==> config.mk <==
export PLATFORM = sky130hd
export DESIGN_NAME = sqb_queue
export DESIGN_NICKNAME = d
export VERILOG_FILES = /design/src/sqb_pkg.sv /design/src/sqb_queue.sv
export SDC_FILE = /design/constraint.sdc
export NUM_CORES = 1
export LEC_CHECK = 0
export BUFFER_PORTS_ARGS = -buffer_cell sky130_fd_sc_hd__buf_2
export CELL_PAD_IN_SITES_DETAIL_PLACEMENT = 1
export CELL_PAD_IN_SITES_GLOBAL_PLACEMENT = 1
export CORE_MARGIN = 2
export CORE_UTILIZATION = 40
export CTS_CLUSTER_DIAMETER = 50
export CTS_CLUSTER_SIZE = 28
export DETAILED_ROUTE_END_ITERATION = 8
export GPL_TIMING_DRIVEN = 0
export PLACE_DENSITY = 0.82
export SYNTH_ARGS = -nofsm -noshare
export SYNTH_HDL_FRONTEND = slang
export SYNTH_SLANG_ARGS = --single-unit
==> constraint.sdc <==
create_clock -name clock -period 20.3 [get_ports clock]
set_input_delay 5.075 -clock clock [delete_from_list [all_inputs] [get_ports clock]]
set_output_delay 5.075 -clock clock [all_outputs]
set_load 0.02 [all_outputs]
==> src/sqb_pkg.sv <==
// ----------------------------------------------------------------------------
// sqb_pkg
// Shared types and constants of the sprite quad batch builder.
// ----------------------------------------------------------------------------
package sqb_pkg;

   localparam int BATCH_MAX   = 2048;
   localparam int QUEUE_DEPTH = 2;
   localparam int CNT_W       = 12;

   localparam logic [1:0] REG_SPRITE_COLOR = 2'd0;
   localparam logic [1:0] REG_TEX_RECT     = 2'd1;
   localparam logic [1:0] REG_BATCH_LIMIT  = 2'd2;

   typedef enum logic [1:0] {
      CMD_BEGIN     = 2'd0,
      CMD_SPRITE_2D = 2'd1,
      CMD_SPRITE_3D = 2'd2,
      CMD_END       = 2'd3
   } cmd_type;

   typedef enum logic [2:0] {
      B_IDLE,
      B_MARK,
      B_TRIG,
      B_TWAIT,
      B_CORNER,
      B_ROT,
      B_MUL,
      B_SUM
   } back_state_type;

   typedef struct packed {
      logic                has_marker;
      logic                has_sprite;
      logic                is_3d;
      logic [31:0]         mark_tex;
      logic [CNT_W-1:0]    mark_cnt;
      logic signed [31:0]  pos_x;
      logic signed [31:0]  pos_y;
      logic signed [31:0]  pos_z;
      logic signed [31:0]  size_w;
      logic signed [31:0]  size_h;
      logic signed [15:0]  angle_a;
      logic signed [15:0]  angle_x;
      logic signed [15:0]  angle_y;
   } job_type;

   typedef struct packed {
      logic               done;
      logic signed [16:0] c;
      logic signed [16:0] s;
   } trig_type;

endpackage

==> src/sqb_queue.sv <==
// ----------------------------------------------------------------------------
// sqb_queue
// Short job queue between the front end and the vertex sequencer.
// ----------------------------------------------------------------------------
module sqb_queue #(
   parameter int DEPTH = sqb_pkg::QUEUE_DEPTH
) (
   input  logic             clock,
   input  logic             reset,
   input  logic             push,
   input  sqb_pkg::job_type push_data,
   input  logic             pop,
   output sqb_pkg::job_type head,
   output logic             full,
   output logic             empty
);
   import sqb_pkg::*;

   localparam int PW = (DEPTH > 1) ? $clog2(DEPTH) : 1;
   localparam int CW = $clog2(DEPTH + 1);

   job_type         mem_ff [DEPTH];
   logic [PW-1:0]   wr_ff, rd_ff;
   logic [CW-1:0]   cnt_ff;

   assign head  = mem_ff[rd_ff];
   assign full  = (cnt_ff == CW'(DEPTH));
   assign empty = (cnt_ff == '0);

   function automatic logic [PW-1:0] next_ptr(input logic [PW-1:0] p);
      if (p == PW'(DEPTH - 1)) begin
         return '0;
      end
      return p + PW'(1);
   endfunction

   always_ff @(posedge clock) begin
      if (push) begin
         mem_ff[wr_ff] <= push_data;
      end
   end

   always_ff @(posedge clock) begin
      if (reset) begin
         wr_ff  <= '0;
         rd_ff  <= '0;
         cnt_ff <= '0;
      end else begin
         if (push) begin
            wr_ff <= next_ptr(wr_ff);
         end
         if (pop) begin
            rd_ff <= next_ptr(rd_ff);
         end
         if (push && !pop) begin
            cnt_ff <= cnt_ff + CW'(1);
         end else if (pop && !push) begin
            cnt_ff <= cnt_ff - CW'(1);
         end
      end
   end

endmodule

* Word-level counts from Yosys, hierarchy flattened
Memory sizes are Yosys's and may differ from the RTL's. A register that Yosys moved wholly into a read port is not among the register bits.
Index checks and enable logic that the tools add are counted.
Widths: inputs -> output; s select.
** Word-level totals
- Logic and storage cells :: 31
- Memories :: 1
- Bits in read-only memories :: 0
- Bits in writable memories :: 510
- Bits in latches :: 0
- Bits in registers :: 4
- Output and inout port bits :: 257
- Bits of input ports :: 259
** Memory list
- mem_ff :: words 2, bits a word 255, rd ports 1, clocked after Yosys merged registers in 1, wr ports 1, RTL line sqb_queue.sv:22 : job_type mem_ff [DEPTH];
** Cells by class
- Muxes and demuxes :: 16
- Shift operators :: 0
- Reduce and logical (&&, ||, !) cells :: 6
- Add/subtract/negate cells :: 4
- Magnitude comparators :: 0
- Equality and inequality tests :: 1
- Divide/modulo/power cells :: 0
- Multipliers :: 0
- Bitwise operators :: 0
** Operators with widths (count)
- $mux 1 :: 14
- $mux 2 :: 2
- $add 1x1->1 const B :: 2
- $add 2x1->2 const B :: 1
- $eq 2x2->1 const B :: 1
- $logic_and 1x1->1 :: 2
- $logic_not 1->1 :: 2
- $logic_not 2->1 :: 1
- $reduce_bool 2->1 :: 1
- $sub 2x1->2 const B :: 1

* Depth between registers and ports, before layout
- Depth in word-level cells :: 6
- Mapped depth :: 5
- Mapped depth without buffers :: 5

* Least setup slack after synthesis
OpenSTA, ideal clock, no wires.
- Path type :: input -> register
- From :: input port push
- To :: memory mem_ff[0][0] in the netlist's numbering, enable pin
- Library setup time :: 0.906 ns
- Data arrival time :: 16.048 ns
- Stages on the path :: 1
- Path slack :: 3.346 ns
- Buffers on the path :: 0
- Required time :: 19.394 ns
- Path through :: nor2b_1
** On the way
- Word-level cells in the longest chain between the ends :: 2
** RTL lines
- start, declared :: RTL line sqb_queue.sv:10 : input logic push,
- $mux 1 :: RTL line sqb_queue.sv:38 : if (push) begin
- $mux 1 (not written as such) :: RTL line sqb_queue.sv:39 : mem_ff[wr_ff] <= push_data;
- end, declared :: RTL line sqb_queue.sv:22
No other way between the ends.

==> reports/results.ini <==
[synthesis]
synth.area.mux_share_pct = 15.3
synth_fp_nets = 1075
synth_area_um2 = 18800
yosysUniqueCellTypes = 15
synth_compound_area_share_pct = 0.0534
avgSynthCellArea_um2 = 23.0
synth_fa_ha_area_share_pct = 0.0667
synth-seq-cells = 515
synthSimpleGateAreaFrac_pct = 0.233
synthCells = 815
synth_top_family_by_area = multiplexers
yosysSeqAreaShare_pct = 82.2
synth_warnings = 0
synthXorXnorAreaFrac_pct = 0.187

[cells_and_area]
stdcell_count = 2053
syn_to_final_growth_pct = 28.5
drive_above_1_share_pct = 62.6
final_cell_area_um2 = 24100
fin_nets = 1653

[route]
drc_errors = 0
routed_wl_um = 47000
wl_per_cell_um = 22.9
vias_per_cell = 4.81
vias = 9870
drt_iter0_markers = 447
firstDrtPassIters = 4
ant_nets = 0

[clock_tree]
clock_sink_count = 515
cts_resized = 0
cts.htree.levels = 2
clkLatencyLatePin_ns = 0.59
postCtsSetupRepairBufs = 0
cts_root_buf = clkbuf_16
cts_buffer_depth = 3
postCtsHoldBufs = 0
cts-buffers-inserted = 48
clkSlewWorstSetupHoldPaths_ns = 0.08
cts_tree = done

[critical_path]
arrival_ns = 2.03
crit_required_ns = 15.23
cp_max_fo = 10
worstSetupPathType = flip-flop to output port
crit_family = buffers and inverters
endpoint = head[77]
rr_endpoint = mem_ff[0][43]
r2r_slack_ns = 18.10
worstSetupStartpointType = flip-flop
path_cells = buf_6 > clkbuf_8 > mux2_2 > buf_2
end_kind = output port
crit_slowest_cell = dfxtp_1
slowest_delay_ns = 0.40
critPathBufInv = 3
worstReg2RegStart = wr_ff
cp_num_cells = 4
r2r_cells = 5

[sta]
setup_viol = 0
rsz0062_at_grt = false
maxSlewViolCount = 0
fin_crit_sh_pct = 35.0
fmax_ghz = 0.141
setup_ws_ns = 13.19
hold_violations = 0
worst_pin_slew_ns = 0.594
fin_crit_ns = 7.11
holdWs_ns = 0.521
max-slew-margin-rel_pct = 60.3
finClkSkew_ns = 0.0180

[floorplanning]
die_x_um = 221
die-area_um2 = 48700
core-area_um2 = 46500
initial_core_util_pct = 40.4
die_h_um = 221
io_pins = 516
rows = 79

[grt]
grt_pass1_wl_um = 66900
track_usage_pct = 18.6
antenna_found_initial = 21
grt_max_degree = 63
grt.overflow.total = 0
grt_pass1_vias = 11000

[run]
cap_violations = 0

[placement]
dp_worst_setup_slack_ns = 13.20
numPortBuffers = 515
dp_hpwl_um = 33400
dpl_cell_area_um2 = 22400
routabilityCongestion = 0.751
dp.cells = 1950

[power]
netSwitchingFraction_pct = 25.9
p_total_mw = 2.52
ir_drop_mv = 0.0839
p_int_mw = 1.87
power_frac_comb_pct = 13.1
clockPowerShare_pct = 37.1
power_density_nw_per_um2 = 105
p_sw_uw = 653
power_leakage_nw = 8.99
pwr-share-seq_pct = 49.8

[outcome]
status = complete, no violations

[worst_hold_path]
hp-class = flip-flop to flip-flop

-- synth_stat cells --
library cell | n | area, µm²
or3_1 | 1 | 6.26
inv_1 | 1 | 3.75
a21oi_1 | 1 | 5.00
ha_1 | 1 | 12.5
xor2_1 | 2 | 17.5
nor2b_1 | 2 | 12.5
and2_1 | 1 | 6.26
mux2_2 | 255 | 2870
o21ai_0 | 1 | 5.00
edfxtp_1 | 510 | 15300
dfxtp_1 | 5 | 100
buf_6 | 6 | 67.6
xnor2_1 | 2 | 17.5
nor2_1 | 5 | 18.8
clkbuf_8 | 22 | 303
-- routing by layer --
layer | wire length (µm) | share of wire, % | global-route usage (%)
met5 | 111 | 0.24 | 0
met4 | 1670 | 3.6 | 8.31
met3 | 3900 | 8.3 | 6.28
met2 | 24600 | 52 | 32.9
met1 | 16800 | 36 | 20.3
-- placed cells by master, fill, tap and decap left out, drive strengths merged, types with 4 or more instances in the layout --
cell        n
clkbuf     73
nor2        5
edfxtp    510
dfxtp       5
clkinvlp    4
clkinv     17
diode      13
inv        17
buf       534
mux2      255
-- sequential cells by signal (all words and copies together) (netlist names), named ones only --
name    count
cnt_ff      2
mem_ff    510
rd_ff       1
wr_ff       1
-- area by class of cell --
type / instances / area (µm²)
antenna: 13 / 32.5
clock buffer: 51 / 1230
multi-input combinational: 271 / 2980
inverter: 1 / 3.75
clock inverter: 39 / 440
sequential: 515 / 15400
timing repair buffer: 528 / 2880
buffer: 28 / 370
fill: 4406 / 22300
tap: 607 / 759
-- cell families after synthesis --
| group | Yosys count |
|---|---|
| AND/OR/NAND/NOR | 9 |
| buffers and inverters | 29 |
| multiplexers | 255 |
| adder cells (fa/ha/maj) | 1 |
| XOR/XNOR | 4 |
| AO/OA/AOI/OAI | 2 |
| flip-flops | 515 |
-- worst reg2reg max path: cells and delay by family (launching register included) --
kind | cells | cell delay [ns]
DFF | 1 | 0.36
buffers and inverters | 4 | 1.01
and+or+nand+nor | 1 | 0.51
-- through the flow --
stage / setup TNS, ns / utilization, %
after floorplan: 0 / -
after global routing: 0 / 51.9
after global placement: -859.57 / 47.6
after detailed placement: 0 / 48.2
after CTS: 0 / 51.8
final: 0 / 51.9
-- power groups by stage --
stage	Combinational [mW]	Sequential [mW]	Clock [mW]
5_1_grt	0.351	1.26	0.994
3_5_place_dp	0.332	1.28	0
4_1_cts	0.335	1.26	0.960
6_report	0.330	1.26	0.935
2_1_floorplan	0.194	1.30	0
3_3_place_gp	0.310	1.31	0
-- how the worst min path moves through the flow --
| stage | from | slack (ns) | cells past startpoint | to |
|---|---|---|---|---|
| final | rd_ff | 0.52 | 2 | rd_ff |
| after global routing | cnt_ff[1] | 0.56 | 2 | cnt_ff[1] |
| after CTS | cnt_ff[1] | 0.53 | 2 | cnt_ff[1] |
| after detailed placement | rd_ff | 0.51 | 2 | rd_ff |
| after global placement | cnt_ff[1] | 0.48 | 2 | cnt_ff[1] |
| after floorplan | cnt_ff[1] | 0.46 | 2 | cnt_ff[1] |
Note: power is estimated with default switching activity, not from simulation.
