**config.mk**
```make
export PLATFORM = sky130hd
export DESIGN_NAME = sqb_sincos
export DESIGN_NICKNAME = d
export VERILOG_FILES = /design/src/sqb_pkg.sv /design/src/sqb_sincos.sv
export SDC_FILE = /design/constraint.sdc
export NUM_CORES = 1
export LEC_CHECK = 0
export ABC_AREA = 1
export BUFFER_PORTS_ARGS = -buffer_cell sky130_fd_sc_hd__buf_2
export CORE_MARGIN = 3
export CORE_UTILIZATION = 40
export DETAILED_ROUTE_END_ITERATION = 6
export PLACE_DENSITY = 0.56
export SLEW_MARGIN = 20
export SYNTH_ARGS = -nofsm -noshare
export SYNTH_HDL_FRONTEND = slang
export SYNTH_SLANG_ARGS = --single-unit
```
**constraint.sdc**
```tcl
create_clock -name clock -period 14 [get_ports clock]
set_clock_uncertainty 0.1 [all_clocks]
set_input_delay 0.7 -clock clock [delete_from_list [all_inputs] [get_ports clock]]
set_output_delay 0.7 -clock clock [all_outputs]
set_load 0.01 [all_outputs]
```
**src/sqb_pkg.sv**
```systemverilog
// ----------------------------------------------------------------------------
// sqb_pkg
// Shared types and constants of the sprite quad batch builder.
// ----------------------------------------------------------------------------
package sqb_pkg;

   localparam int BATCH_MAX   = 2048;
   localparam int QUEUE_DEPTH = 2;
   localparam int CNT_W       = 12;

   localparam logic [1:0] REG_SPRITE_COLOR = 2'd0;
   localparam logic [1:0] REG_TEX_RECT     = 2'd1;
   localparam logic [1:0] REG_BATCH_LIMIT  = 2'd2;

   typedef enum logic [1:0] {
      CMD_BEGIN     = 2'd0,
      CMD_SPRITE_2D = 2'd1,
      CMD_SPRITE_3D = 2'd2,
      CMD_END       = 2'd3
   } cmd_type;

   typedef enum logic [2:0] {
      B_IDLE,
      B_MARK,
      B_TRIG,
      B_TWAIT,
      B_CORNER,
      B_ROT,
      B_MUL,
      B_SUM
   } back_state_type;

   typedef struct packed {
      logic                has_marker;
      logic                has_sprite;
      logic                is_3d;
      logic [31:0]         mark_tex;
      logic [CNT_W-1:0]    mark_cnt;
      logic signed [31:0]  pos_x;
      logic signed [31:0]  pos_y;
      logic signed [31:0]  pos_z;
      logic signed [31:0]  size_w;
      logic signed [31:0]  size_h;
      logic signed [15:0]  angle_a;
      logic signed [15:0]  angle_x;
      logic signed [15:0]  angle_y;
   } job_type;

   typedef struct packed {
      logic               done;
      logic signed [16:0] c;
      logic signed [16:0] s;
   } trig_type;

endpackage

```
**src/sqb_sincos.sv**
```systemverilog
// ----------------------------------------------------------------------------
// sqb_sincos
// Iterative CORDIC sine/cosine, Q2.15 result, one rotation step per cycle.
// ----------------------------------------------------------------------------
module sqb_sincos (
   input  logic               clock,
   input  logic               reset,
   input  logic               start,
   input  logic signed [15:0] angle,
   output sqb_pkg::trig_type  trig
);
   import sqb_pkg::*;

   logic               run_ff, done_ff;
   logic [3:0]         i_ff;
   logic [1:0]         q_ff, q_in;
   logic signed [24:0] z_ff, z_in, z_n;
   logic signed [33:0] x_ff, y_ff, x_n, y_n, xs, ys;
   logic signed [16:0] c_ff, s_ff, cc, ss, c_in, s_in;
   logic signed [17:0] v;
   logic [14:0]        r, res;

   function automatic logic [21:0] atan_step(input logic [3:0] i);
      case (i)
         4'd0:    return 22'd2949120;
         4'd1:    return 22'd1740967;
         4'd2:    return 22'd919879;
         4'd3:    return 22'd466945;
         4'd4:    return 22'd234379;
         4'd5:    return 22'd117304;
         4'd6:    return 22'd58666;
         4'd7:    return 22'd29335;
         4'd8:    return 22'd14668;
         4'd9:    return 22'd7334;
         4'd10:   return 22'd3667;
         4'd11:   return 22'd1833;
         4'd12:   return 22'd917;
         4'd13:   return 22'd458;
         4'd14:   return 22'd229;
         default: return 22'd115;
      endcase
   endfunction

   function automatic logic signed [16:0] round_clamp(input logic signed [33:0] a);
      logic signed [33:0] t;
      t = (a + 34'sd16384) >>> 15;
      if (t > 34'sd32768) begin
         return 17'sd32768;
      end
      if (t < -34'sd32768) begin
         return -17'sd32768;
      end
      return t[16:0];
   endfunction

   always_comb begin
      v = 18'(angle) + 18'sd46080;
      if (v >= 18'sd46080) begin
         v = v - 18'sd46080;
      end
      if (v >= 18'sd23040) begin
         v = v - 18'sd23040;
      end
      r = v[14:0];
      if (r >= 15'd17280) begin
         q_in = 2'd3;
         res  = r - 15'd17280;
      end else if (r >= 15'd11520) begin
         q_in = 2'd2;
         res  = r - 15'd11520;
      end else if (r >= 15'd5760) begin
         q_in = 2'd1;
         res  = r - 15'd5760;
      end else begin
         q_in = 2'd0;
         res  = r;
      end
      z_in = $signed({res, 10'd0});
   end

   always_comb begin
      xs = x_ff >>> i_ff;
      ys = y_ff >>> i_ff;
      if (!z_ff[24]) begin
         x_n = x_ff - ys;
         y_n = y_ff + xs;
         z_n = z_ff - $signed({3'd0, atan_step(i_ff)});
      end else begin
         x_n = x_ff + ys;
         y_n = y_ff - xs;
         z_n = z_ff + $signed({3'd0, atan_step(i_ff)});
      end
      cc = round_clamp(x_n);
      ss = round_clamp(y_n);
      case (q_ff)
         2'd0: begin
            c_in = cc;
            s_in = ss;
         end
         2'd1: begin
            c_in = -ss;
            s_in = cc;
         end
         2'd2: begin
            c_in = -cc;
            s_in = -ss;
         end
         default: begin
            c_in = ss;
            s_in = -cc;
         end
      endcase
   end

   always_ff @(posedge clock) begin
      if (reset) begin
         run_ff  <= 1'b0;
         done_ff <= 1'b0;
      end else begin
         done_ff <= run_ff && (i_ff == 4'd15);
         if (start) begin
            run_ff <= 1'b1;
         end else if (run_ff && (i_ff == 4'd15)) begin
            run_ff <= 1'b0;
         end
      end
   end

   always_ff @(posedge clock) begin
      if (start) begin
         i_ff <= '0;
         q_ff <= q_in;
         z_ff <= z_in;
         x_ff <= 34'sd652032874;
         y_ff <= '0;
      end else if (run_ff) begin
         i_ff <= i_ff + 4'd1;
         z_ff <= z_n;
         x_ff <= x_n;
         y_ff <= y_n;
         if (i_ff == 4'd15) begin
            c_ff <= c_in;
            s_ff <= s_in;
         end
      end
   end

   assign trig.done = done_ff;
   assign trig.c    = c_ff;
   assign trig.s    = s_ff;

endmodule

```
== Word level (Yosys, flattened, before mapping) ==
Memories as Yosys holds them, arrays and structs flattened. A register that Yosys moved wholly into a read port is not among the register bits.
Index checks and enable logic that the tools add are counted.
Widths: inputs -> output; s select.

* Reductions and logical operators: 6
* Mux-type cells: 36
* Equal/unequal tests: 3
* Shift-type cells: 2
* $add $sub $neg: 17
* Divide/modulo/power cells: 0
* $mul: 0
* Bitwise operators: 1
* Magnitude comparators: 9

{| class="wikitable"
|+ Operators with widths
! cell !! count
|-
| $mux 17 || 8
|-
| $pmux 17 s3 || 2
|-
| $mux 25 || 3
|-
| $add 34x16->34 const B || 2
|-
| $add 34x34->34 || 2
|-
| $mux 34 || 2
|-
| $sshr 34x4->34 || 2
|-
| $sub 34x34->34 || 2
|-
| $mux 15 || 4
|-
| $mux 22 || 2
|-
| $gt 19x17->1 const B || 2
|-
| $lt 19x16->1 const B || 2
|-
| $neg 17->17 || 2
|-
| $sub 15x15->15 const B || 2
|-
| $add 25x23->25 || 1
|-
| $sub 25x23->25 || 1
|-
| $add 16x17->18 const B || 1
|-
| $ge 18x16->1 const B || 1
|-
| $ge 18x17->1 const B || 1
|-
| $mux 18 || 1
|-
| $sub 18x17->18 const B || 1
|-
| $mux 4 || 4
|-
| $ge 15x13->1 const B || 1
|-
| $ge 15x14->1 const B || 1
|-
| other kinds (14) || 24
|}

* Word-level logic and storage cells: 87
* Memories: 2
* Memory bits (writable): 0
* Output and inout port bits: 35
* Register bits: 135
* Bits in latches: 0
* ROM bits: 704

{| class="wikitable"
|+ Memories
! name !! words !! bits a word !! rd ports !! clocked after memory_dff !! wr ports !! RTL line !! RTL
|-
| (no name shown) || 16 || 22 || 1 || 1 || 0 || sqb_sincos.sv:24 || <nowiki>case (i)</nowiki>
|-
| (no name shown) || 16 || 22 || 1 || 1 || 0 || sqb_sincos.sv:24 ||
|}

== Depth between registers and ports, before layout ==
Gate-level depths: netlist (run 1).

* Word-level depth: 11
* Depth in mapped cells: 57
* Mapped depth without buffers: 53

== Least setup slack after synthesis (run 1) ==
Ideal clock, no wire load.

* Kind: register to register
* Start point: register i_ff[0]
* End point: register s_ff[4] (data pin)
* Arrival: 5.983 ns
* Path buffers: 4
* Slack: 7.665 ns
* Stages on the path, launching flop included: 51
* Clock period less this slack: 6.335 ns
* Setup time: 0.252 ns
* Path through: dfxtp_1 -> buf_4 -> inv_2 -> buf_6 -> buf_6 -> nand2_2 -> nand3_2 -> nand3_1 -> nand3_1 -> nand2_1 -> ha_1 -> nand3_1 -> nor3b_1 -> nand4_1 -> nor2_1 -> nand2_1 -> or3_1 -> o41ai_1 -> [... 15 more ...] -> nor2_1 -> nand2_1 -> nand2_2 -> clkinv_4 -> nand2_8 -> buf_4 -> inv_1 -> nor2_1 -> inv_1 -> nor2_1 -> inv_1 -> ha_1 -> nand2_1 -> nand2_1 -> nand3_1 -> o221ai_1 -> nor2_1 -> inv_1

* Longest elaborated chain between the ends: 11
* Elaborated cells between the ends (all ways): 29
* Those cells by class: 8 x add/sub; 4 x order compare; 2 x shift; 15 x mux

{| class="wikitable"
|+ RTL lines
! what !! RTL line !! RTL
|-
| start, declared || sqb_sincos.sv:15 || <nowiki>logic [3:0] i_ff;</nowiki>
|-
| start signal, assigned || sqb_sincos.sv:137 || <nowiki>i_ff <= i_ff + 4'd1;</nowiki>
|-
| $sshr 34x4->34 (on tied branches) || sqb_sincos.sv:83, sqb_sincos.sv:82 ||
|-
| $sub 34x34->34 (tied with other cells) || sqb_sincos.sv:85 || <nowiki>x_n = x_ff - ys;</nowiki>
|-
| $mux 34 || sqb_sincos.sv:84 || <nowiki>if (!z_ff[24]) begin</nowiki>
|-
| $add 34x16->34 || sqb_sincos.sv:46 || <nowiki>t = (a + 34'sd16384) >>> 15;</nowiki>
|-
| $lt 19x16->1 || sqb_sincos.sv:50 || <nowiki>if (t < -34'sd32768) begin</nowiki>
|-
| $mux 1 (2 in a row) || sqb_sincos.sv:50 ||
|-
| $mux 17 || sqb_sincos.sv:53 || <nowiki>return t[16:0];</nowiki>
|-
| $mux 17 || sqb_sincos.sv:50 ||
|-
| $neg 17->17 (on tied branches) || sqb_sincos.sv:110, sqb_sincos.sv:106 ||
|-
| $pmux 17 s3 * || sqb_sincos.sv:95 || <nowiki>case (q_ff)</nowiki>
|-
| named net s_in[4] || sqb_sincos.sv:19 || <nowiki>logic signed [16:0] c_ff, s_ff, cc, ss, c_in, s_in;</nowiki>
|-
| end signal, assigned || sqb_sincos.sv:143 || <nowiki>s_ff <= s_in;</nowiki>
|-
| end, declared || sqb_sincos.sv:19 ||
|}

The timed path passes the listed nets; every way through them passes the cells marked *. The select of a mux whose other input is x is not followed.
A chain may end at the register's enable or synchronous reset.

== Worst setup path in the final report (run 1) ==
* Start point: register i_ff[2]
* End point: register s_ff[4] (data pin)

Same word-level chain as after synthesis.

==> impl_metrics.ini, run 1 <==
[global_route]
grt_max_degree = 71
grt_pass1_wl_um = 117000
grt_pass1_vias = 21800
grt_use_total_pct = 25.7
grt-ovfl-total = 0
antenna_found_initial = 0

[worst_setup_path]
cp_top_family = simple AND/OR/NAND/NOR gates
path_class = reg -> reg
worstPathMaxFanout = 63
start_kind = flip-flop
cp.required_ns = 14.14
crit_slowest_cell = buf_4
crit_cells = 45
r2r_cells = 45
crit_path_frequent_cell = nand2_1
crit_arrival_ns = 8.85
path_buf_inv = 8
critical_path.endpoint_type = flip-flop
cp_slowest_stage_delay_ns = 0.54

[clock_network]
clock_latency_ns = 0.49
cts_tree = done
ctsResizeCount = 0
htreeDepth = 4
postCtsSetupBuffers = 0
cts_root_buffer = clkbuf_16
clkTransAtPathRegs_ns = 0.08
cts_made_buffers = 17
clock_path_buffers = 2
clock_sinks = 157
ctsHoldBuffers = 0

[drt]
drc = 0
drtPass1Iterations = 6
routedWlPerCell_um = 16.3
wirelength_um = 73700
vias_per_cell = 5.30
ant_nets = 0
vias = 24000
drtIter0Drc = 2055

[floorplanning]
design.die.area_um2 = 56900
die_w_um = 239
core-area_um2 = 53100
initial_core_util_pct = 40.8
die_height_um = 239
rows = 84
io_pins = 54

[timing]
fin_crit_ns = 8.71
fin_setup_tns_ns = 0
timing.final.hold_violations = 0
slew_headroom_pct = 28.5
worstMarginPinSlew_ns = 1.07
slew_viol_final = 0
rsz0062_at_grt = false
finalSetupViolations = 0
period_share_pct = 62.2
fmaxAchievable_ghz = 0.115

[placed_design]
place_congestion = 0.924
io_buffer_count = 53
hpwl_um = 59200

[synthesis]
synth-seq-area-share_pct = 16.9
ys_types = 67
synth.cells.most_frequent = 1,374 x nand2_1, 548 x nand3_1, 497 x inv_1
synthArstFlopShare_pct = 0
syn-instance-count = 3844
synthMostInstantiatedCell = nand2_1
synth_area_um2 = 21600
syn_nets = 3981
synth_area_leader_cell = nand2_1
synth-seq-cells = 157
avgSynthCellArea_um2 = 5.63
synth_edf_count = 51
synth_top_area_share_pct = 23.8
synth_area_leaders = nand2_1 24%, nand3_1 13%, dfxtp_1 9.8%
yosysWarnings = 0
synth_ff_type = dfxtp_1

[layout]
drive_above_1_share_pct = 7.35
diodes = 0
syn2layout_area_growth_pct = 6.18
nets = 3962

[worst_hold_path]
min_path_cells = 2
hold_path_class = in -> reg

[job]
maxCapViolCount = 0

[outcome]
outcome = completed
-- layer usage --
| layer | share of wire, % | vias up | global-route usage, % |
|---|---|---|---|
| met5 | 0.035 | - | 0.421 |
| met4 | 2.8 | 2 | 8.10 |
| met3 | 5.9 | 103 | 4.49 |
| met2 | 45 | 678 | 42.5 |
| met1 | 46 | 10800 | 34.2 |
| li1 | - | 12400 | - |
-- cell usage in the layout (no fill, tap or decap), drive strengths merged, types with 8 or more instances in the layout --
cell type  Yosys  routed
nand3        568     568
inv          516     527
o211ai        10      10
nor2         306     306
edfxtp        51      51
o22ai         17      17
nand2       1434    1434
a21oi        115     115
a32o           8       8
o21ai        151     151
nand4         67      67
clkbuf        53      17
ha           115     115
a22o           8       8
dfxtp        106     106
nand3b        11      11
or2           17      17
xnor2         30      30
buf           54      69
xor2          94      94
and2           9       9
nor3          39      39
-- cells by family (layout without fill, tap and decap cells) --
logic type,count (synthesis),in the layout,share of synthesized area [%]
flip-flops,157,157,16.9
XOR/XNOR,124,124,5.05
buffers and inverters,626,620,11.5
AO/OA/AOI/OAI,359,359,9.87
adder cells (fa/ha/maj),118,118,6.93
AND/OR/NAND/NOR,2460,2460,49.7
-- area by class of cell --
cell class | count | area (um2)
sequential | 157 | 3660
clock inverter | 15 | 165
clock buffer | 17 | 425
multi-input combinational | 3061 | 15500
fill | 5958 | 30100
inverter | 519 | 1960
timing repair buffer | 69 | 385
tap | 688 | 861
-- worst reg2reg max path, delay by kind of cell, from the launching register on --
| kind | cells | cell delay (ns) |
|---|---|---|
| and+or+nand+nor | 31 | 5.15 |
| AOI/OAI and AO/OA | 2 | 0.35 |
| DFF | 1 | 0.32 |
| xor gates and xnor gates | 1 | 0.12 |
| buffers and inverters | 8 | 1.58 |
| adders and majority gates | 3 | 0.87 |
-- through the flow --
| stage | utilization (%) | cells | hold slack, ns | instance area, um2 | setup WS [ns] |
|---|---|---|---|---|---|
| 2_1_floorplan | - | 3844 | 0.333 | 21600 | 7.67 |
| 3_3_place_gp | 42.2 | 4494 | 0.351 | 22400 | 5.43 |
| 3_5_place_dp | 42.2 | 4494 | 0.353 | 22400 | 5.45 |
| 4_1_cts | 43.3 | 4526 | 0.240 | 23000 | 5.40 |
| 5_1_grt | 43.3 | 4526 | 0.263 | 23000 | 4.50 |
| 6_report | 43.3 | 4526 | 0.272 | 23000 | 5.29 |
-- path summary, 6_finish.rpt --
| check | from | to | slack (ns) |
|---|---|---|---|
| max | i_ff[2] | s_ff[4] | 5.29 |
| min | reset | run_ff | 0.27 |
| max reg2reg | i_ff[2] | s_ff[4] | 5.29 |
| min reg2reg | z_ff[9] | z_ff[9] | 0.36 |
Power of run 1 is left out: the tool's default activity adds up to more than one toggle a clock period on the data nets, which glitch-free logic cannot reach.
==> run 2: changes to the inputs <==
--- a/config.mk
+++ b/config.mk
@@ -10,7 +10,7 @@
 export CORE_MARGIN = 3
 export CORE_UTILIZATION = 40
 export DETAILED_ROUTE_END_ITERATION = 6
-export PLACE_DENSITY = 0.56
+export PLACE_DENSITY = 0.58
 export SLEW_MARGIN = 20
 export SYNTH_ARGS = -nofsm -noshare
 export SYNTH_HDL_FRONTEND = slang
==> constraint.sdc (replaced) <==
create_clock -name clock -period 7.5 [get_ports clock]
set_clock_uncertainty 0.1 [all_clocks]
set_input_delay 0.375 -clock clock [delete_from_list [all_inputs] [get_ports clock]]
set_output_delay 0.375 -clock clock [all_outputs]
set_load 0.01 [all_outputs]
==> run 2 against run 1 <==
Compared with the run above: setup slack got worse by 4.6 ns; register-to-register slack worse by 4.6 ns; routed wire length is 0.32% lower; via count is 0.93% higher; critical path type unchanged; highest routed layer is now met4.
==> impl_metrics.ini, run 2 (synthesis results as in run 1) <==
[worst_setup_path]
r2r_cells = 49
cp_slowest_stage_delay_ns = 0.35
critical_path.endpoint_type = flip-flop
worstPathMaxFanout = 47
cp.required_ns = 7.64
path_class = reg -> reg
crit_slowest_cell = dfxtp_2
crit_path_frequent_cell = nand2_1
start_kind = flip-flop
r2r_end = c_ff[16]
reg2reg_from = i_ff[0]
crit_arrival_ns = 7.00
rrSetupSlack_ns = 0.64

[global_route]
grt_max_degree = 59
antenna_found_initial = 0
grt_pass1_wl_um = 117000
grt_pass1_vias = 21900
grt_use_total_pct = 25.6
grt-ovfl-total = 0

[floorplanning]
core-area_um2 = 53100
rows = 84
initial_core_util_pct = 40.8
die_w_um = 239
io_pins = 54
die_height_um = 239
design.die.area_um2 = 56900

[clock_network]
clkTransAtPathRegs_ns = 0.08
clock_sinks = 157
clock_latency_ns = 0.50
clock_path_buffers = 2
cts_tree = done
htreeDepth = 4
cts_root_buffer = clkbuf_16
cts_made_buffers = 17

[drt]
drtPass1Iterations = 6
drc = 0
wirelength_um = 73400
ant_nets = 0
drtIter0Drc = 2081
vias = 24200
routedWlPerCell_um = 16.1
vias_per_cell = 5.30

[worst_hold_path]
min_path_cells = 3
min_from = angle[4]
hold_end = z_ff[14]
hold_path_class = in -> reg

[layout]
nets = 4000
nFillCells = 5908
utilization_pct = 44.4
register_area_um2 = 3660
drive_above_1_share_pct = 9.75
diodes = 0
final_cell_mix = 1,361 x nand2_1, 544 x nand3_1, 496 x inv_1
layout_commonest_cell = nand2_1
syn2layout_area_growth_pct = 8.99
multiInputGateArea_um2 = 15700

[job]
maxCapViolCount = 0

[timing]
fin_crit_ns = 6.86
finalSetupViolations = 0
period_share_pct = 91.5
rsz0062_at_grt = false
slew_headroom_pct = 29.0
slew_viol_final = 0
fmaxAchievable_ghz = 0.146
worstMarginPinSlew_ns = 1.07
timing.final.hold_violations = 0
fin_setup_tns_ns = 0

[placed_design]
hpwl_um = 59200
io_buffer_count = 53
place_congestion = 0.972

[outcome]
outcome = completed
-- run 2: cell count changes in the layout (fill, tap and decap cells not counted), moves of 5 or more --
cell and delta:
buf_4 +27, nor2_1 -19, nor2_2 +17, nand2_1 -13
nand2_2 +13, a21oi_1 -8, a21oi_2 +8, buf_6 +6
nor3_1 -5
-- run 2: cell type report --
class | count | share of cell area, %
clock buffer | 19 | 1.97
clock inverter | 13 | 0.589
inverter | 519 | 8.33
multi-input combinational | 3061 | 66.8
sequential | 157 | 15.5
tap | 688 | 3.65
timing repair buffer | 107 | 3.16
-- run 2: per-layer routing --
layer	wire [um]	vias to the layer above	GRT usage, %
met3	4320	131	3.60
met5	0	-	0
met2	32900	725	41.4
met1	34000	10900	35.1
met4	2270	0	8.89
li1	-	12400	-
-- run 2: worst max-delay path by stage --
| stage | startpoint | end | slack (ns) | cells past startpoint |
|---|---|---|---|---|
| 3_3_place_gp | i_ff[1] | s_ff[14] | 0.29 | 47 |
| 5_1_grt | i_ff[1] | s_ff[4] | 0.005 | 48 |
| 3_5_place_dp | i_ff[0] | s_ff[14] | 0.28 | 46 |
| 2_1_floorplan | i_ff[0] | s_ff[4] | 1.17 | 50 |
| 6_report | i_ff[0] | c_ff[16] | 0.64 | 49 |
| 4_1_cts | i_ff[0] | s_ff[14] | 0.26 | 46 |
-- run 2: worst max-delay path, delay by kind of cell, from the launching register on --
family | cells | cell delay, ns
AO/OA/AOI/OAI | 1 | 0.14
buffers and inverters | 9 | 1.16
flip-flops | 1 | 0.35
XOR/XNOR | 1 | 0.21
adder cells (fa/ha/maj) | 2 | 0.45
AND/OR/NAND/NOR | 36 | 4.20
-- run 2: repair_timing --
item,CTS,global route
hold endpoints to repair,2,0
resized for setup,0,80
endpoints found under the setup margin,0,32
setup buffers,0,8
hold buffers,1,0
-- run 2: metrics by stage --
stage | std cells | worst slack, ns | hold slack [ns] | instance area [um2]
final | 4564 | 0.640 | 0.0713 | 23600
after global routing | 4564 | 0.00475 | 0.0506 | 23600
after CTS | 4556 | 0.259 | 0.0363 | 23200
after detailed placement | 4523 | 0.279 | 0.352 | 22600
after global placement | 4523 | 0.288 | 0.351 | 22600
after floorplan | 3844 | 1.17 | 0.333 | 21600
Power of run 2 is left out for the same reason.
