**config.mk**
```make
export PLATFORM = sky130hd
export DESIGN_NAME = sqb_front
export DESIGN_NICKNAME = d
export VERILOG_FILES = /design/src/sqb_pkg.sv /design/src/sqb_front.sv
export SDC_FILE = /design/constraint.sdc
export NUM_CORES = 1
export LEC_CHECK = 0
export ABC_AREA = 0
export BUFFER_PORTS_ARGS = -buffer_cell sky130_fd_sc_hd__clkbuf_2
export CORE_AREA = 2 2 198 200
export CTS_BUF_LIST = sky130_fd_sc_hd__clkbuf_16
export DETAILED_ROUTE_END_ITERATION = 8
export DIE_AREA = 0 0 200 202
export HOLD_SLACK_MARGIN = 0.08
export PLACE_DENSITY_LB_ADDON = 0.15
export SLEW_MARGIN = 10
export SYNTH_ARGS = -nofsm -noshare
export SYNTH_HDL_FRONTEND = slang
export SYNTH_SLANG_ARGS = --single-unit
```
**constraint.sdc**
```tcl
create_clock -name clock -period 10.7 [get_ports clock]
set_clock_uncertainty 0.05 [all_clocks]
set_input_delay 2.14 -clock clock [delete_from_list [all_inputs] [get_ports clock]]
set_output_delay 2.14 -clock clock [all_outputs]
set_load 0.01 [all_outputs]
```
**src/sqb_pkg.sv**
```systemverilog
// ----------------------------------------------------------------------------
// sqb_pkg
// Shared types and constants of the sprite quad batch builder.
// ----------------------------------------------------------------------------
package sqb_pkg;

   localparam int BATCH_MAX   = 2048;
   localparam int QUEUE_DEPTH = 2;
   localparam int CNT_W       = 12;

   localparam logic [1:0] REG_SPRITE_COLOR = 2'd0;
   localparam logic [1:0] REG_TEX_RECT     = 2'd1;
   localparam logic [1:0] REG_BATCH_LIMIT  = 2'd2;

   typedef enum logic [1:0] {
      CMD_BEGIN     = 2'd0,
      CMD_SPRITE_2D = 2'd1,
      CMD_SPRITE_3D = 2'd2,
      CMD_END       = 2'd3
   } cmd_type;

   typedef enum logic [2:0] {
      B_IDLE,
      B_MARK,
      B_TRIG,
      B_TWAIT,
      B_CORNER,
      B_ROT,
      B_MUL,
      B_SUM
   } back_state_type;

   typedef struct packed {
      logic                has_marker;
      logic                has_sprite;
      logic                is_3d;
      logic [31:0]         mark_tex;
      logic [CNT_W-1:0]    mark_cnt;
      logic signed [31:0]  pos_x;
      logic signed [31:0]  pos_y;
      logic signed [31:0]  pos_z;
      logic signed [31:0]  size_w;
      logic signed [31:0]  size_h;
      logic signed [15:0]  angle_a;
      logic signed [15:0]  angle_x;
      logic signed [15:0]  angle_y;
   } job_type;

   typedef struct packed {
      logic               done;
      logic signed [16:0] c;
      logic signed [16:0] s;
   } trig_type;

endpackage

```
**src/sqb_front.sv**
```systemverilog
// ----------------------------------------------------------------------------
// sqb_front
// Accepts commands, tracks begin/end and batch state, builds back-end jobs.
// ----------------------------------------------------------------------------
module sqb_front (
   input  logic                       clock,
   input  logic                       reset,
   input  logic                       req_valid,
   output logic                       req_stall,
   input  logic [1:0]                 req_command,
   input  logic [31:0]                req_texture_id,
   input  logic signed [31:0]         req_pos_x,
   input  logic signed [31:0]         req_pos_y,
   input  logic signed [31:0]         req_pos_z,
   input  logic signed [31:0]         req_size_w,
   input  logic signed [31:0]         req_size_h,
   input  logic signed [15:0]         req_angle_a,
   input  logic signed [15:0]         req_angle_x,
   input  logic signed [15:0]         req_angle_y,
   input  logic [11:0]                batch_limit,
   input  logic                       q_full,
   output logic                       q_push,
   output sqb_pkg::job_type           q_data
);
   import sqb_pkg::*;

   logic             active_ff, active_in;
   logic [CNT_W-1:0] count_ff, count_in;
   logic [31:0]      tex_ff, tex_in;
   logic [CNT_W-1:0] lim, count0;
   logic             accept;

   assign req_stall = q_full;
   assign accept    = req_valid && !q_full;

   always_comb begin
      lim = batch_limit;
      if (batch_limit > 12'(BATCH_MAX)) begin
         lim = 12'(BATCH_MAX);
      end
      if (batch_limit == '0) begin
         lim = 12'd1;
      end
      active_in = active_ff;
      count_in  = count_ff;
      tex_in    = tex_ff;
      count0    = count_ff;
      q_data            = '0;
      q_data.is_3d      = (cmd_type'(req_command) == CMD_SPRITE_3D);
      q_data.pos_x      = req_pos_x;
      q_data.pos_y      = req_pos_y;
      q_data.pos_z      = req_pos_z;
      q_data.size_w     = req_size_w;
      q_data.size_h     = req_size_h;
      q_data.angle_a    = req_angle_a;
      q_data.angle_x    = req_angle_x;
      q_data.angle_y    = req_angle_y;
      q_data.mark_tex   = tex_ff;
      q_data.mark_cnt   = count_ff;
      case (cmd_type'(req_command))
         CMD_BEGIN: begin
            if (!active_ff) begin
               active_in = 1'b1;
               count_in  = '0;
               tex_in    = '0;
            end
         end
         CMD_END: begin
            if (active_ff) begin
               q_data.has_marker = (count_ff != '0);
               count_in  = '0;
               active_in = 1'b0;
            end
         end
         CMD_SPRITE_2D, CMD_SPRITE_3D: begin
            if (active_ff) begin
               if (req_texture_id != tex_ff) begin
                  q_data.has_marker = (count_ff != '0);
                  count0 = '0;
                  tex_in = req_texture_id;
               end else if (count_ff >= lim) begin
                  q_data.has_marker = 1'b1;
                  count0 = '0;
               end
               q_data.has_sprite = 1'b1;
               count_in = count0 + 12'd1;
            end
         end
         default: begin
            active_in = active_ff;
         end
      endcase
      q_push = accept && (q_data.has_marker || q_data.has_sprite);
   end

   always_ff @(posedge clock) begin
      if (reset) begin
         active_ff <= 1'b0;
         count_ff  <= '0;
         tex_ff    <= '0;
      end else if (accept) begin
         active_ff <= active_in;
         count_ff  <= count_in;
         tex_ff    <= tex_in;
      end
   end

endmodule

```
Word level (Yosys, flattened, before mapping). Cells that the tools add are included.

$add $sub $neg: 1. Order comparisons: 2. Equal/unequal tests: 8. Multiplexer cells: 21. Reductions and logical operators: 13.

Operators with widths (number): $mux 12 (9); $mux 32 (3); $pmux 32 s2 (1); $pmux 12 s3 (1); $ne 32x32->1 (1); $add 12x1->12 const B (1); $ge 12x12->1 (1); $gt 12x12->1 const B (1); $logic_not 12->1 (1); $reduce_bool 12->1 (1); $ne 2x2->1 const B (4); $reduce_and 5->1 (1); $eq 2x2->1 const B (2); $mux 1 (4); $pmux 1 s2 (2); $reduce_and 4->1 (1); $reduce_bool 2->1 (2); $eq 2x1->1 const B (1); $logic_and 1x1->1 (2); $logic_not 2->1 (1); $mux 2 (1); $reduce_and 2->1 (1); $reduce_or 2->1 (1); $logic_not 1->1 (1); $logic_or 1x1->1 (1).

Flip-flop bits (word level): 45. Bits of input ports: 258.

Depth between registers and ports, before layout. Gate-level depths: netlist of run 1.

Depth in word-level cells: 11. Mapped depth: 17.

Worst setup path after synthesis of run 1. Ideal clock, no wire load.

Path kind: input -> output. Start point: in batch_limit[11]. End point: out q_data[254] (netlist name). Data arrival time: 3933 ps. Data required time: 8510 ps. Setup slack: 4577 ps. Stages: 10. Buffers on the path: 1. Path through: inv_1 > clkbuf_1 > nand2_1 > ha_1 > a21o_1 > a31oi_1 > o21ai_0 > nand2_1 > a211o_1 > a21oi_1.

RTL lines: start, declared (line sqb_front.sv:20) `input logic [11:0] batch_limit,`; end, declared (line sqb_front.sv:23) `output sqb_pkg::job_type q_data`.

==> reports/results.ini, run 1 <==
[status]
outcome=complete, no violations

[finish]
multi_input_area_um2=1780
layout-drive-gt1-share=0.281
final_util=0.106
regArea_um2=901
num-nets-final=697
fillCellCount=4473
syn_to_final_growth_pct=-7.01
n_antenna_cell=0

[floorplanning]
coreArea_um2=38300
start_util=0.114
num_rows=72
die_x_um=200
die_h_um=202
io_pins=515
die_area_um2=40400

[cts]
cts_hold_buffers=0
cts_buffers=5
clock_latency_ns=0.31
path_clk_slew_ns=0.08
cts_htree_levels=2
clock-sinks=45
ctsResizeCount=0
cts_buffer_depth=2
post_cts_buffers=0
cts_tree=done
root_buffer=clkbuf_16

[synth]
ys.flop_type=dfxtp_1
async_flop_share=0
synth_cells=546
synth.most_common_cell=buf_4
synth_top_area_cell=buf_4
synth_area_leaders=buf_4, dfxtp_1, xor2_1
syn_area_um2=4380
synth-edff-count=0
seq_area_frac_synth=0.206
syn-num-nets=820
ys_top_cells_by_count=buf_4, dfxtp_1, a21oi_1
ys_types=41
yosys_register_bits=45
yosys_warnings=0
postSynthAreaPerCell_um2=8.01
synth_top_area_frac=0.360

[flow_run]
max-cap-violations=0

[critical_path]
required_ns=8.51
endpoint_kind=output port
crit_chain=clkbuf_2 -> xor2_1 -> nor4_1 -> nand4_1 -> buf_4 -> nor3_1 -> a211o_1 -> a21oi_1 -> clkbuf_2
crit_path_start_kind=input port
cp_slowest_cell=nand4_1
path_max_fanout=19
criticalPathCategory=in -> out
slowest_delay_ns=0.69
path_common_cell=clkbuf_2
critPathArrivalTime_ns=4.75

[timing]
finalHoldViolCount=0
setup_tns_ns=0
period_share=0.649
max-slew-margin-rel=0.307
setup_viol=0
fmax_mhz=144
worst_slew_pin_slew_ns=1.04
holdWs_ns=0.453
grt_setup_unrepaired=no
finalCriticalPeriod_ns=6.94
slew_viol_final=0

[routing]
drc=0
wl_um=17400
dr.first_iter.drc_count=194
ant_nets=0
wl_per_cell_um=18.5
vias=3300
drt_pass1_iterations=4
via_per_inst=3.50

[place]
dp_hpwl_um=13100
portBuffers=98
gp_congestion=0.663

[hold_path]
min_path_type=reg -> reg

[grt]
antenna_found_initial=0
grt_max_degree=37
first_global_vias=3383
grt_pass1_wl_um=24100
grt_usage=0.0834
grt_overflow=0

[pwr]
p_leak_nw=1.55
ir_drop_mv=0.0499
power.density_nw_per_um2=101

cell usage in the layout, fill, tap and decap left out, types with 2 or more instances in the layout:
| master | synthesis | routed |
|---|---|---|
| nor2b_1 | 2 | 2 |
| o211ai_1 | 2 | 2 |
| nor2_1 | 10 | 10 |
| clkbuf_2 | 1 | 98 |
| dfxtp_1 | 45 | 45 |
| a21oi_1 | 43 | 43 |
| inv_1 | 7 | 7 |
| nand2b_1 | 5 | 5 |
| buf_4 | 210 | 7 |
| nor4_1 | 13 | 13 |
| nor3_1 | 4 | 3 |
| nand2_1 | 18 | 18 |
| nand3_1 | 40 | 40 |
| a41oi_1 | 3 | 3 |
| and3_1 | 5 | 5 |
| o2111ai_1 | 30 | 30 |
| clkbuf_16 | 0 | 5 |
| a21o_1 | 2 | 2 |
| a31oi_1 | 12 | 12 |
| nand4_1 | 3 | 3 |
| xor2_1 | 32 | 32 |
| or2b_1 | 3 | 3 |
| ha_1 | 16 | 16 |
kinds of logic after synthesis:
kind of cell,after synthesis,synth area share
buffers and inverters,242,0.390
AND/OR/NAND/NOR,108,0.132
AO/OA/AOI/OAI,103,0.162
flip-flops,45,0.206
XOR/XNOR,32,0.0641
adder cells (fa/ha/maj),16,0.0458
metrics by stage:
step / total power, W / area [um^2] / setup WS, ns / instances
5_1_grt: 0.000432 / 4070 / 3.53 / 942
3_5_place_dp: 0.000219 / 3890 / 3.72 / 934
4_1_cts: 0.000427 / 4070 / 3.72 / 942
3_3_place_gp: 0.000219 / 3890 / 3.68 / 934
6_report: 0.000413 / 4070 / 3.76 / 942
2_1_floorplan: 0.000275 / 4380 / 4.58 / 546
final timing paths:
check	start	end	slack, ns	cells past startpoint
hold / removal	tex_ff[3]	tex_ff[3]	0.45	2
setup reg to reg	tex_ff[5]	count_ff[10]	6.67	14
setup / recovery	req_texture_id[5]	q_data[254]	3.76	9
hold reg to reg	tex_ff[3]	tex_ff[3]	0.45	2
layer usage:
metal	routed length (um)	up-vias	track usage
li1	-	1461	-
met1	6410	1484	0.0918
met2	7530	256	0.123
met3	2430	97	0.0474
met4	962	2	0.0511
met5	45	-	0.00741
where the power goes:
group          switching [W]  internal, W  leakage (nW)
clock network      0.0000868     0.000112        0.0819
logic              0.0000288    0.0000155          1.11
registers        0.000000923     0.000168         0.362
total               0.000117     0.000296          1.55
cell type report:
class                      count  area share
multi-input combinational    259       0.437
timing repair buffer         105       0.133
clock buffer                   5      0.0308
tap                          518       0.159
clock inverter                 3      0.0120
inverter                       7     0.00646
sequential                    45       0.221
worst max-delay path, delay by kind of cell:
family | cells | cell delay [ns]
AO/OA/AOI/OAI | 2 | 0.26
buffers and inverters | 3 | 0.73
AND/OR/NAND/NOR | 3 | 1.43
XOR/XNOR | 1 | 0.17
state kept, by name, indices dropped and copies added, names as in the netlist:
name       count
tex_ff        32
count_ff      12
active_ff      1
No activity file was read; power rests on OpenSTA's default activity.
==> inputs of run 2 (changes only) <==
==> constraint.sdc (replaced) <==
create_clock -name clock -period 6.4 [get_ports clock]
set_clock_uncertainty 0.05 [all_clocks]
set_input_delay 1.28 -clock clock [delete_from_list [all_inputs] [get_ports clock]]
set_output_delay 1.28 -clock clock [all_outputs]
set_load 0.01 [all_outputs]
==> reports/results.ini, run 2 (synthesis results as in run 1) <==
[finish]
syn_to_final_growth_pct=-6.95
num-nets-final=697
layout-drive-gt1-share=0.281
top_register=tex_ff
fin_area_um2=4070
layout_commonest_cell=clkbuf_2
layout_common_cells=clkbuf_2, dfxtp_1, a21oi_1
largest_reg_flops=32
largestRegisters=tex_ff (32), count_ff (12), active_ff (1)

[cts]
cts_buffers=5
root_buffer=clkbuf_16
cts_buffer_depth=2
cts_tree=done
cts_htree_levels=2
ctsResizeCount=0
post_cts_buffers=0
clock_latency_ns=0.31
path_clk_slew_ns=0.07
cts_hold_buffers=0
clock-sinks=45

[critical_path]
path_max_fanout=4
path_buf_inv=2
endpoint_kind=output port
startpoint=batch_limit[1]
rr_worst_depth=14
critPathArrivalTime_ns=3.77
required_ns=5.07
rr_startpoint=count_ff[10]
cp_slowest_cell=o21ai_0
slowest_delay_ns=0.50
cp.depth=12
crit_path_start_kind=input port
crit_chain=clkbuf_2 -> nor4_1 -> a31oi_1 -> nor2_1 -> ha_1 -> nand2b_1 -> a31oi_1 -> o21ai_0 -> nand2_1 -> a211o_1 -> a21oi_1 -> clkbuf_2
cp_top_family=compound AO/OA/AOI/OAI gates
criticalPathCategory=in -> out

[routing]
ant_nets=0
wl_um=18100
drt_pass1_iterations=4
wl_per_cell_um=19.2
drc=0
vias=3257
via_per_inst=3.45
dr.first_iter.drc_count=137

[pwr]
ir_drop_mv=0.0883
power_w=0.000692
p_leak_nw=1.55
power.density_nw_per_um2=170

[place]
portBuffers=98
place_area_um2=3890
gp_congestion=0.666
dp_hpwl_um=13400

[grt]
grt_max_degree=37
grt_pass1_wl_um=25100
first_global_vias=3558
grt_overflow=0
grt_usage=0.0869
antenna_found_initial=1

[timing]
period_share=0.796
grt_setup_unrepaired=no
finalCriticalPeriod_ns=5.10
setup_tns_ns=0
worst_slew_pin_slew_ns=1.04
max-slew-margin-rel=0.305
fmax_mhz=196
setup_viol=0
finalHoldViolCount=0
slew_viol_final=0

[hold_path]
min_from=tex_ff[1]
hold-path-cell-count=2
min_path_type=reg -> reg

[floorplanning]
io_pins=515
die_h_um=202
die_area_um2=40400
start_util=0.114
coreArea_um2=38300
die_x_um=200
num_rows=72

[flow_run]
max-cap-violations=0

[status]
outcome=complete, no violations

==> run 2: cell count changes in the layout (fill, tap and decap cells not counted) <==
| cell | change |
|---|---|
| diode_2 | +1 |
==> run 2: worst paths after layout <==
check,end,slack [ns]
max,q_data[254],1.30
min reg2reg,tex_ff[1],0.45
max reg2reg,count_ff[10],2.87
min,tex_ff[1],0.45
==> run 2: metal layers <==
layer,share of wire,global-route usage,wire length [um]
met4,0.059,0.0556,1080
met3,0.13,0.0492,2280
met5,0,0,0
met2,0.43,0.129,7740
met1,0.39,0.0944,7010
==> run 2: per-stage QoR <==
stage | setup slack [ns] | instances | hold WS [ns] | util
finish | 1.30 | 943 | 0.449 | 0.106
CTS | 1.15 | 942 | 0.452 | 0.106
global route | 0.982 | 942 | 0.467 | 0.106
floorplan | 2.00 | 546 | 0.457 | -
detailed placement | 1.15 | 934 | 0.441 | 0.102
global placement | 1.16 | 934 | 0.444 | 0.102
==> run 2: worst reg2reg max path, stage by stage (launching register included) <==
cell	delay, ns
dfxtp_1	0.51
ha_1	0.32
a21oi_1	0.14
a21boi_0	0.17
or3_1	0.42
nor3_1	0.45
nand3_1	0.17
inv_1	0.08
ha_1	0.19
and3_1	0.21
and3_1	0.20
and3_1	0.24
nand3_1	0.09
nand2_1	0.08
a31oi_1	0.08
==> run 2: power breakdown <==
group | total, W | internal (W) | leakage [nW] | switching, W
Combinational | 0.0000751 | 0.0000259 | 1.11 | 0.0000493
Sequential | 0.000282 | 0.000281 | 0.362 | 0.00000155
Clock | 0.000334 | 0.000188 | 0.0820 | 0.000146
Total | 0.000692 | 0.000495 | 1.55 | 0.000197
==> run 2: cell type report <==
type / count / area [um^2]
diodes: 1 / 2.50
clock buffers: 5 / 125
clock inverters: 3 / 48.8
fillers: 4448 / 34200
inverters: 7 / 26.3
multi-input cells: 259 / 1780
flip-flops and latches: 45 / 901
well taps: 518 / 648
repair buffers: 105 / 543
==> inputs of run 3 (changes only) <==
==> constraint.sdc (replaced) <==
create_clock -name clock -period 4.45 [get_ports clock]
set_clock_uncertainty 0.05 [all_clocks]
set_input_delay 0.89 -clock clock [delete_from_list [all_inputs] [get_ports clock]]
set_output_delay 0.89 -clock clock [all_outputs]
set_load 0.01 [all_outputs]
==> reports/results.ini, run 3 (synthesis results as in run 1) <==
[floorplanning]
die_area_um2=40400
die_x_um=200
io_pins=515
start_util=0.114
die_h_um=202
num_rows=72
coreArea_um2=38300

[routing]
wl_per_cell_um=18.7
via_per_inst=3.54
drc=0
wl_um=17800
vias=3357
drt_pass1_iterations=4
ant_nets=0
dr.first_iter.drc_count=104

[timing]
fmax_mhz=238
slew_viol_final=0
grt_setup_unrepaired=no
finalHoldViolCount=0
period_share=0.945
setup_tns_ns=0
max-slew-margin-rel=0.575
worst_slew_pin_slew_ns=0.631
setup_viol=0
finalCriticalPeriod_ns=4.21

[critical_path]
path_buf_inv=3
rr_startpoint=tex_ff[25]
r2r_slack_ns=1.02
crit_path_start_kind=input port
crit_chain=clkbuf_2 -> nor4_1 -> buf_4 -> a31oi_1 -> nor2_1 -> ha_1 -> nand2b_1 -> a31oi_1 -> o21ai_0 -> nand2_1 -> a211o_1 -> a21oi_1 -> clkbuf_2
endpoint_kind=output port
criticalPathCategory=in -> out
critPathArrivalTime_ns=3.27
cp_top_family=compound AO/OA/AOI/OAI gates
path_max_fanout=4
r2r_end=count_ff[10]
rr_worst_depth=14
cp_slowest_cell=o21ai_0
required_ns=3.51
slowest_delay_ns=0.53

[pwr]
p_leak_nw=1.59
pwr-share-seq=0.406
p_comb_frac=0.109
clkPwrFrac=0.486
ir_drop_mv=0.136
power.density_nw_per_um2=243
switching_share=0.288
switchingPower_w=0.000288
p_int_w=0.000713

[cts]
cts_tree=done
ctsResizeCount=0
clock-sinks=45
path_clk_slew_ns=0.09
cts_buffer_depth=2
cts_htree_levels=2
cts_buffers=5
post_cts_buffers=0
root_buffer=clkbuf_16
cts_hold_buffers=0
clock_latency_ns=0.32

[finish]
syn_to_final_growth_pct=-5.81
largest_reg_flops=32
layout-drive-gt1-share=0.292
fillCellCount=4488
n_antenna_cell=0
multi_input_area_um2=1780
largestRegisters=tex_ff (32), count_ff (12), active_ff (1)
final_util=0.108
regArea_um2=901
layout_common_cells=clkbuf_2, dfxtp_1, a21oi_1
num-nets-final=704
top_register=tex_ff
layout_commonest_cell=clkbuf_2

[hold_path]
min_path_type=reg -> reg
hold-path-cell-count=2
min_from=tex_ff[27]
hold_end=tex_ff[27]

[grt]
grt_max_degree=36
grt_use_met3=0.0504
top_usage_layer=met2
grt_usage=0.0867
met2_usage=0.126
grtUsageMet1=0.0961
antenna_found_initial=0
grt_overflow=0
grt_pass1_wl_um=25100
first_global_vias=3520

[flow_run]
max-cap-violations=0

[place]
gp_congestion=0.682
dp_hpwl_um=13500
portBuffers=98

[status]
outcome=complete, no violations

[run 3: changes by cell type in the layout (fill, tap and decap cells not counted)]
cell / change
diode_2: -1
buf_4: +7
[run 3: metrics by stage]
stage	cells	total power, W	cell area, um^2	worst slack [ns]	hold slack [ns]
4_1_cts	949	0.00104	4120	0.199	0.454
2_1_floorplan	546	0.000661	4380	0.716	0.457
6_report	949	0.00100	4120	0.244	0.453
3_5_place_dp	941	0.000528	3950	0.156	0.440
5_1_grt	949	0.00106	4120	0.0220	0.469
3_3_place_gp	941	0.000529	3950	0.184	0.441
[run 3: worst max path at each step]
stage	startpoint	end	depth (start not counted)
final	batch_limit[1]	q_data[254]	13
after detailed placement	batch_limit[11]	count_ff[10]	17
after floorplan	batch_limit[11]	count_ff[10]	16
after global placement	batch_limit[1]	q_data[254]	13
after CTS	batch_limit[1]	q_data[254]	13
after global routing	batch_limit[1]	q_data[254]	13
[run 3: layout make-up]
cell class              count  share of cell area
clock buffers               5              0.0304
multi-input cells         259               0.431
well taps                 518               0.157
inverters                   7             0.00638
repair buffers            112               0.145
clock inverters             3              0.0118
flip-flops and latches     45               0.219
[run 3: per-layer routing]
layer,up-vias,wire (um)
li1,1475,-
met2,265,7580
met5,-,45
met1,1524,6840
met3,91,2380
met4,2,949
[run 3: power by group through the flow]
| stage | Clock (W) | Combinational [W] | Sequential (W) |
|---|---|---|---|
| 2_1_floorplan | 0 | 0.000245 | 0.000416 |
| 3_3_place_gp | 0 | 0.000113 | 0.000416 |
| 3_5_place_dp | 0 | 0.000112 | 0.000416 |
| 4_1_cts | 0.000523 | 0.000112 | 0.000406 |
| 5_1_grt | 0.000531 | 0.000122 | 0.000406 |
| 6_report | 0.000486 | 0.000109 | 0.000406 |
[run 3: worst min-delay path, cell delays in order (launching register included)]
cell,delay [ns]
dfxtp_1,0.34
nand3_1,0.07
a21oi_1,0.05
